===== src/hdl/csd_pkg.sv =====
package csd_pkg;

    localparam int MAX_SPAN   = 1024;
    localparam int LINE_WIDTH = 20;
    localparam int LEN_W      = $clog2(MAX_SPAN);
    localparam int START_W    = 20;

    localparam logic [LEN_W-1:0]      LEN_LIMIT = LEN_W'(MAX_SPAN - 1);
    localparam logic [LINE_WIDTH-1:0] LINE_MAX  = {LINE_WIDTH{1'b1}};

    localparam logic [7:0] CH_NUL   = 8'h00;
    localparam logic [7:0] CH_NL    = 8'h0A;
    localparam logic [7:0] CH_SPACE = 8'h20;
    localparam logic [7:0] CH_OPEN  = 8'h28;
    localparam logic [7:0] CH_CLOSE = 8'h29;
    localparam logic [7:0] CH_PLUS  = 8'h2B;
    localparam logic [7:0] CH_LT    = 8'h3C;
    localparam logic [7:0] CH_EQ    = 8'h3D;
    localparam logic [7:0] CH_GT    = 8'h3E;

    // distance of the first letter behind the current byte
    localparam logic [1:0] LD_NONE = 2'd0;
    localparam logic [1:0] LD_ONE  = 2'd1;
    localparam logic [1:0] LD_FAR  = 2'd2;

    localparam logic [2:0] RUN_FULL = 3'd4;

    typedef struct packed {
        logic [1:0] letter_dist;
        logic [2:0] run;
        logic       found;
        logic       op;
        logic       nul;
    } t_match;

    typedef struct packed {
        logic [7:0]         out_byte;
        logic               byte_valid;
        logic               span_end;
        logic               is_cite;
        logic [START_W-1:0] start_line;
    } t_result;

    function automatic logic is_letter(input logic [7:0] b);
        return (b >= 8'h41 && b <= 8'h5A) || (b >= 8'h61 && b <= 8'h7A);
    endfunction

    function automatic logic is_digit(input logic [7:0] b);
        return (b >= 8'h30 && b <= 8'h39);
    endfunction

endpackage


===== src/hdl/csd_byte_if.sv =====
interface csd_byte_if;
    logic       valid;
    logic       ready;
    logic [7:0] in_byte;

    modport source (output valid, output in_byte, input ready);
    modport sink (input valid, input in_byte, output ready);
endinterface


===== src/hdl/csd_res_if.sv =====
interface csd_res_if;
    logic        valid;
    logic        ready;
    logic [7:0]  out_byte;
    logic        byte_valid;
    logic        span_end;
    logic        is_cite;
    logic [19:0] start_line;

    modport source (
        output valid, output out_byte, output byte_valid, output span_end,
        output is_cite, output start_line, input ready
    );
    modport sink (
        input valid, input out_byte, input byte_valid, input span_end,
        input is_cite, input start_line, output ready
    );
endinterface


===== src/hdl/csd_inreg.sv =====
module csd_inreg
    import csd_pkg::*;
(
    input  logic       i_clk,
    input  logic       i_rst_n,
    csd_byte_if.sink   i_in,
    input  logic       i_take,
    output logic       o_valid,
    output logic [7:0] o_byte
);

    logic       r_valid;
    logic [7:0] r_byte;

    assign i_in.ready = !r_valid || i_take;
    assign o_valid    = r_valid;
    assign o_byte     = r_byte;

    always_ff @(posedge i_clk) begin
        if (!i_rst_n) begin
            r_valid <= 1'b0;
        end else if (i_in.ready) begin
            r_valid <= i_in.valid;
        end
    end

    always_ff @(posedge i_clk) begin
        if (i_in.valid && i_in.ready) begin
            r_byte <= i_in.in_byte;
        end
    end

endmodule


===== src/hdl/csd_scan.sv =====
module csd_scan
    import csd_pkg::*;
(
    input  logic       i_clk,
    input  logic       i_rst_n,
    input  logic       i_fire,
    input  logic [7:0] i_byte,
    output logic       o_has_result,
    output t_result    o_result
);

    logic                  r_in_span;
    logic [LEN_W-1:0]      r_len;
    logic [LINE_WIDTH-1:0] r_line;
    logic [LINE_WIDTH-1:0] r_start;
    t_match                r_match;

    logic                  n_in_span;
    logic [LEN_W-1:0]      n_len;
    logic [LINE_WIDTH-1:0] n_line;
    logic [LINE_WIDTH-1:0] n_start;
    t_match                n_match;

    logic                  open_span;
    logic                  active;
    logic                  room;
    logic                  closing;
    logic [7:0]            shown;
    t_match                fed;
    logic [START_W+LINE_WIDTH-1:0] start_ext;

    function automatic t_match feed(input t_match m, input logic [7:0] b);
        t_match r;
        logic   elig;
        r    = m;
        elig = (m.letter_dist == LD_FAR);
        if (!m.nul) begin
            if (b == CH_NUL) begin
                r.nul = 1'b1;
            end else begin
                if (b == CH_EQ || b == CH_LT || b == CH_GT || b == CH_PLUS) begin
                    r.op = 1'b1;
                end
                if (is_digit(b) && elig) begin
                    if (m.run < RUN_FULL) begin
                        r.run = m.run + 3'd1;
                    end
                    if (r.run == RUN_FULL) begin
                        r.found = 1'b1;
                    end
                end else begin
                    r.run = '0;
                end
                if (m.letter_dist == LD_ONE) begin
                    r.letter_dist = LD_FAR;
                end else if (m.letter_dist == LD_NONE && is_letter(b)) begin
                    r.letter_dist = LD_ONE;
                end
            end
        end
        return r;
    endfunction

    always_comb begin
        open_span = (i_byte == CH_OPEN);
        active    = r_in_span || open_span;
        room      = (r_len < LEN_LIMIT);
        closing   = active && (!room || i_byte == CH_CLOSE);
        shown     = '0;
        if (room) begin
            shown = (i_byte == CH_NL) ? CH_SPACE : i_byte;
        end
        fed = room ? feed(r_match, shown) : r_match;

        n_start = open_span ? r_line : r_start;
        n_line  = r_line;
        if (i_byte == CH_NL && r_line != LINE_MAX) begin
            n_line = r_line + LINE_WIDTH'(1);
        end

        n_in_span = r_in_span;
        n_len     = r_len;
        n_match   = r_match;
        if (closing) begin
            n_in_span = 1'b0;
            n_len     = '0;
            n_match   = '0;
        end else if (active) begin
            n_in_span = 1'b1;
            n_len     = r_len + LEN_W'(1);
            n_match   = fed;
        end
    end

    // start line shown through its low bits, zero filled for narrow counts
    assign start_ext = {{START_W{1'b0}}, n_start};

    assign o_has_result        = active;
    assign o_result.out_byte   = shown;
    assign o_result.byte_valid = room;
    assign o_result.span_end   = closing;
    assign o_result.is_cite    = closing && fed.found && !fed.op;
    assign o_result.start_line = start_ext[START_W-1:0];

    always_ff @(posedge i_clk) begin
        if (!i_rst_n) begin
            r_in_span <= 1'b0;
            r_len     <= '0;
            r_line    <= LINE_WIDTH'(1);
            r_start   <= LINE_WIDTH'(1);
            r_match   <= '0;
        end else if (i_fire) begin
            r_in_span <= n_in_span;
            r_len     <= n_len;
            r_line    <= n_line;
            r_start   <= n_start;
            r_match   <= n_match;
        end
    end

endmodule


===== src/hdl/csd_outreg.sv =====
module csd_outreg
    import csd_pkg::*;
(
    input  logic       i_clk,
    input  logic       i_rst_n,
    input  logic       i_load,
    input  t_result    i_result,
    output logic       o_room,
    csd_res_if.source  o_out
);

    logic    r_valid;
    t_result r_result;

    assign o_room           = !r_valid || o_out.ready;
    assign o_out.valid      = r_valid;
    assign o_out.out_byte   = r_result.out_byte;
    assign o_out.byte_valid = r_result.byte_valid;
    assign o_out.span_end   = r_result.span_end;
    assign o_out.is_cite    = r_result.is_cite;
    assign o_out.start_line = r_result.start_line;

    always_ff @(posedge i_clk) begin
        if (!i_rst_n) begin
            r_valid <= 1'b0;
        end else if (o_room) begin
            r_valid <= i_load;
        end
    end

    always_ff @(posedge i_clk) begin
        if (i_load) begin
            r_result <= i_result;
        end
    end

endmodule


===== src/hdl/citation_span_detector_top.sv =====
// Citation span detector: takes one text byte per beat and returns a result beat for every
// byte that falls inside a parenthesised span, with a closing beat that flags the span as
// a likely citation. Bytes outside a span give no result. The block sustains one byte per
// clock while the output side is not stalling: a byte passes an input register, is scanned
// against a few registers of running state (span flag, line count, start line, span length
// and the match automaton), and its result lands in an output register. A byte with no
// result never waits for the output side; a span byte waits in the input register while an
// earlier result is held and not taken.
module citation_span_detector_top
    import csd_pkg::*;
(
    input  logic      i_clk,
    input  logic      i_rst_n,
    csd_byte_if.sink  i_in,
    csd_res_if.source o_out
);

    logic       in_valid;
    logic [7:0] in_byte;
    logic       take;
    logic       has_result;
    logic       out_room;
    t_result    result;

    // a byte with no result never waits for the output side
    assign take = in_valid && (!has_result || out_room);

    csd_inreg u_inreg (
        .i_clk   (i_clk),
        .i_rst_n (i_rst_n),
        .i_in    (i_in),
        .i_take  (take),
        .o_valid (in_valid),
        .o_byte  (in_byte)
    );

    csd_scan u_scan (
        .i_clk        (i_clk),
        .i_rst_n      (i_rst_n),
        .i_fire       (take),
        .i_byte       (in_byte),
        .o_has_result (has_result),
        .o_result     (result)
    );

    csd_outreg u_outreg (
        .i_clk    (i_clk),
        .i_rst_n  (i_rst_n),
        .i_load   (take && has_result),
        .i_result (result),
        .o_room   (out_room),
        .o_out    (o_out)
    );

endmodule


===== src/flat_wrapper.sv =====
// flat-port wrapper written by rule: the top's interface ports become plain ports
module citation_span_detector_top_flat import csd_pkg::*;
  (i_clk, i_rst_n, i_in_valid, i_in_in_byte, i_in_ready, o_out_valid, o_out_out_byte, o_out_byte_valid, o_out_span_end, o_out_is_cite, o_out_start_line, o_out_ready);
  csd_byte_if i_in_i ();
  csd_res_if o_out_i ();
  input  logic i_clk;
  input  logic i_rst_n;
  input wire logic [$bits(i_in_i.valid)-1:0] i_in_valid;
  input wire logic [$bits(i_in_i.in_byte)-1:0] i_in_in_byte;
  output wire logic [$bits(i_in_i.ready)-1:0] i_in_ready;
  output wire logic [$bits(o_out_i.valid)-1:0] o_out_valid;
  output wire logic [$bits(o_out_i.out_byte)-1:0] o_out_out_byte;
  output wire logic [$bits(o_out_i.byte_valid)-1:0] o_out_byte_valid;
  output wire logic [$bits(o_out_i.span_end)-1:0] o_out_span_end;
  output wire logic [$bits(o_out_i.is_cite)-1:0] o_out_is_cite;
  output wire logic [$bits(o_out_i.start_line)-1:0] o_out_start_line;
  input wire logic [$bits(o_out_i.ready)-1:0] o_out_ready;
  assign i_in_i.valid = i_in_valid;
  assign i_in_i.in_byte = i_in_in_byte;
  assign i_in_ready = i_in_i.ready;
  assign o_out_valid = o_out_i.valid;
  assign o_out_out_byte = o_out_i.out_byte;
  assign o_out_byte_valid = o_out_i.byte_valid;
  assign o_out_span_end = o_out_i.span_end;
  assign o_out_is_cite = o_out_i.is_cite;
  assign o_out_start_line = o_out_i.start_line;
  assign o_out_i.ready = o_out_ready;
  citation_span_detector_top u_core (.i_clk(i_clk), .i_rst_n(i_rst_n), .i_in(i_in_i), .o_out(o_out_i));
endmodule

===== config.mk =====
export PLATFORM = sky130hd
export DESIGN_NAME = citation_span_detector_top_flat
export DESIGN_NICKNAME = d
export VERILOG_FILES = /design/src/hdl/csd_pkg.sv /design/src/hdl/csd_byte_if.sv /design/src/hdl/csd_res_if.sv /design/src/hdl/csd_inreg.sv /design/src/hdl/csd_scan.sv /design/src/hdl/csd_outreg.sv /design/src/hdl/citation_span_detector_top.sv /design/src/flat_wrapper.sv
export SDC_FILE = /design/constraint.sdc
export NUM_CORES = 1
export LEC_CHECK = 0
export BUFFER_PORTS_ARGS = -buffer_cell sky130_fd_sc_hd__buf_2
export CAP_MARGIN = 25
export CORE_ASPECT_RATIO = 1.2
export CORE_MARGIN = 8
export CORE_UTILIZATION = 40
export CTS_CLUSTER_DIAMETER = 100
export CTS_CLUSTER_SIZE = 20
export DETAILED_ROUTE_END_ITERATION = 16
export GPL_ROUTABILITY_DRIVEN = 0
export PLACE_DENSITY = 0.65
export SLEW_MARGIN = 10
export SYNTH_ARGS = -nofsm -noshare
export SYNTH_HDL_FRONTEND = slang
export SYNTH_SLANG_ARGS = --single-unit
export TNS_END_PERCENT = 30

===== constraint.sdc =====
create_clock -name i_clk -period 3.4 [get_ports i_clk]
set_input_delay 0.34 -clock i_clk [delete_from_list [all_inputs] [get_ports i_clk]]
set_output_delay 0.34 -clock i_clk [all_outputs]
set_load 0.02 [all_outputs]

==> results.sh <==
export IMPL_syn_avg_cell_area_um2=9.790
export IMPL_finalCritPeriodShare=0.8179
export IMPL_num_nets_final=499
export IMPL_area_delta_synth_final_pct=14.59
export IMPL_synth_edf_count=39
export IMPL_cts_buffer_depth=2
export IMPL_synth_fp_nets=459
export IMPL_synth_compound_area_share=0.09931
export IMPL_synth_area_mux_share=0.04577
export IMPL_synth_xor_area_frac=0.02418
export IMPL_clk_pin_slew_worst_paths_ns=0.07
export IMPL_arrival_ns=3.02
export IMPL_grt_ovfl_total=0
export IMPL_drv_slew=0
export IMPL_grt_pass1_vias=3189
export IMPL_post_cts_setup_buffer_count=0
export IMPL_powerDensity_nw_per_um2=490.1
export IMPL_seq_area_frac_synth=0.5504
export IMPL_core_area_um2=10570
export IMPL_layout_drive_gt1_share=0.1779
export IMPL_ys_top_cells_by_count="75 x nor2_1, 61 x dfxtp_1, 39 x edfxtp_1"
export IMPL_drc=0
export IMPL_synth_top_cells_by_area="dfxtp_1 28%, edfxtp_1 27%, nor2_1 6.5%"
export IMPL_synthSimpleGateAreaFrac=0.2432
export IMPL_cts_hold_buffers=0
export IMPL_post_route_util=0.4713
export IMPL_via_count=3293
export IMPL_clk_latency_ns=0.35
export IMPL_firstDrtPassIters=4
export IMPL_htree_num_levels=3
export IMPL_fin_worst_skew_ns=0.01439
export IMPL_cts_tree="done"
export IMPL_fmax_ghz=0.3596
export IMPL_clkPwrFrac=0.431
export IMPL_switching_power_mw=0.5457
export IMPL_tns_ns=0
export IMPL_port_buffers=44
export IMPL_end_kind="register"
export IMPL_finalSetupViolCount=0
export IMPL_p_leak_nw=1.756
export IMPL_ys_ff_latch=100
export IMPL_synth_top_area_share=0.2809
export IMPL_required_ns=3.64
export IMPL_drv_cap=0
export IMPL_hold_slack_ns=0.1670
export IMPL_antenna_found_initial=0
export IMPL_hold_viol=0
export IMPL_yosysMostFrequentCell="nor2_1"
export IMPL_dieArea_um2=14470
export IMPL_yosys_area_share_adder=0.008636
export IMPL_ys_types=53
export IMPL_cts_sinks=100
export IMPL_die_h_um=130.2
export IMPL_netlist_area_um2=4347
export IMPL_wirelength_um=9127
export IMPL_synth_ff_type="dfxtp_1"
export IMPL_start_kind="register"
export IMPL_totalPowerFinal_mw=2.441
export IMPL_cts_inserted_buffers=9
export IMPL_first_iter_violations=185
export IMPL_io_pins=45
export IMPL_rows=41
export IMPL_yosysWarnings=0
export IMPL_worst_path_max_fanout=25
export IMPL_clk_root_buffer_cell="clkbuf_16"
export IMPL_hp_class="primary input to register"
export IMPL_ctsResizeCount=0
export IMPL_path_class="register to register"
export IMPL_vdd_drop_max_v=0.0002362
export IMPL_worstMarginPinSlew_ns=0.9268
export IMPL_seqPwrFrac=0.529
export IMPL_pwr_share_comb=0.040
export IMPL_yosysTopAreaCell="dfxtp_1"
export IMPL_wl_per_cell_um=14.77
export IMPL_via_per_inst=5.328
export IMPL_async_flop_share=0
export IMPL_insertedDiodeCount=0
export IMPL_rsz0062_at_grt="no"
export IMPL_grt_max_degree=52
export IMPL_p_sw_frac=0.2235
export IMPL_dp_hpwl_um=6313
export IMPL_grt_pass1_wl_um=15450
export IMPL_ant_nets=0
export IMPL_track_usage=0.1302
export IMPL_initial_core_util=0.4113
export IMPL_p_int_mw=1.895
export IMPL_fp_dieW_um=111.2
export IMPL_synth_top_family_by_area="simple AND/OR/NAND/NOR gates"
export IMPL_fin_crit_ns=2.781
export IMPL_slew_limit_headroom=0.3806
export IMPL_syn_inst=444
export IMPL_status="complete, no violations"
[metal layers]
| layer | up-vias | routed length, um | GRT usage |
|---|---|---|---|
| li1 | 1661 | - | - |
| met1 | 1572 | 4086 | 0.1510 |
| met2 | 51 | 4536 | 0.2251 |
| met3 | 9 | 379 | 0.03581 |
| met4 | 0 | 124 | 0.04870 |
| met5 | - | 0 | 0 |
[through the flow]
step | cells | area (um2) | worst slack (ns)
after global placement | 602 | 4676 | 0.7276
final | 618 | 4981 | 0.6190
after global routing | 618 | 4981 | 0.3426
after detailed placement | 602 | 4676 | 0.6279
after CTS | 618 | 4981 | 0.6087
after floorplan | 444 | 4347 | 0.9753
[critical path, stage by stage (launching register included)]
cell and delay [ns]:
edfxtp_1 0.55, nor4_4 0.38, a21oi_2 0.19, or2_1 0.47
inv_2 0.47, o21ai_1 0.20, a21o_1 0.21, a31o_1 0.21
[power by group through the flow]
| stage | logic [mW] | clock network, mW | registers (mW) |
|---|---|---|---|
| final | 0.0979 | 1.05 | 1.29 |
| after floorplan | 0.0788 | 0 | 1.31 |
| after global placement | 0.0970 | 0 | 1.31 |
| after global routing | 0.113 | 1.12 | 1.29 |
| after CTS | 0.0995 | 1.07 | 1.29 |
| after detailed placement | 0.0989 | 0 | 1.32 |
[path summary, 6_finish.rpt]
path	start	to	slack (ns)	cells after the start
setup / recovery	u_core.u_inreg.o_byte[1]$_DFFE_PP_	u_core.u_scan.r_match[4]$_SDFFE_PN0P_	0.62	7
hold / removal	i_in_in_byte[3]	u_core.u_inreg.o_byte[3]$_DFFE_PP_	0.17	1
hold reg to reg	u_core.u_scan.r_start[0]$_SDFFE_PN1P_	u_core.u_scan.r_start[0]$_SDFFE_PN1P_	0.47	2
setup reg to reg	u_core.u_inreg.o_byte[1]$_DFFE_PP_	u_core.u_scan.r_match[4]$_SDFFE_PN0P_	0.62	7
[cells by family after synthesis]
logic type	Yosys count
AO/OA/AOI/OAI	69
buffers and inverters	30
adder cells (fa/ha/maj)	3
AND/OR/NAND/NOR	212
XOR/XNOR	12
flip-flops	100
multiplexers	18
[cells in the final DEF (no fill, tap or decap), types with 3 or more instances in the layout]
cell / Yosys / routed
dfxtp_1: 61 / 61
mux2_2: 15 / 15
inv_1: 9 / 9
nor2b_1: 3 / 3
xnor2_1: 12 / 12
edfxtp_1: 39 / 39
o21ai_0: 18 / 17
buf_2: 6 / 44
a21o_1: 6 / 6
mux2i_1: 3 / 3
nand2_1: 31 / 31
nor3_1: 34 / 34
a21oi_1: 24 / 24
clkbuf_16: 0 / 9
inv_6: 0 / 4
nand3_1: 15 / 15
nand3b_1: 4 / 4
nor2_1: 75 / 75
and3_1: 8 / 8
nor4_1: 7 / 7
or3_1: 3 / 3
and4_1: 5 / 5
nor3b_1: 6 / 6
ha_1: 3 / 3
and2_1: 8 / 8
buf_4: 1 / 4
[area by class of cell]
cell class,instances,area [um2]
flip-flops and latches,100,2392
fillers,986,5587
inverters,11,41.29
clock inverters,6,76.32
clock buffers,10,229.0
well taps,129,161.4
multi-input cells,314,1831
repair buffers,48,250.2
[sequential cells by signal (all words and copies together) (netlist names)]
| signal | cells |
|---|---|
| u_core.u_inreg.o_byte | 8 |
| u_core.u_outreg.o_out.byte_valid | 1 |
| u_core.u_inreg.o_valid | 1 |
| u_core.u_outreg.o_out.is_cite | 1 |
| u_core.u_scan.r_len | 10 |
| u_core.u_outreg.o_out.span_end | 1 |
| u_core.u_scan.r_start | 20 |
| u_core.u_scan.r_match | 8 |
| u_core.u_scan.r_in_span | 1 |
| u_core.u_outreg.o_out.out_byte | 8 |
| u_core.u_scan.r_line | 20 |
| u_core.u_outreg.o_out.valid | 1 |
| u_core.u_outreg.o_out.start_line | 20 |
Note: power is estimated with default switching activity, not from simulation.
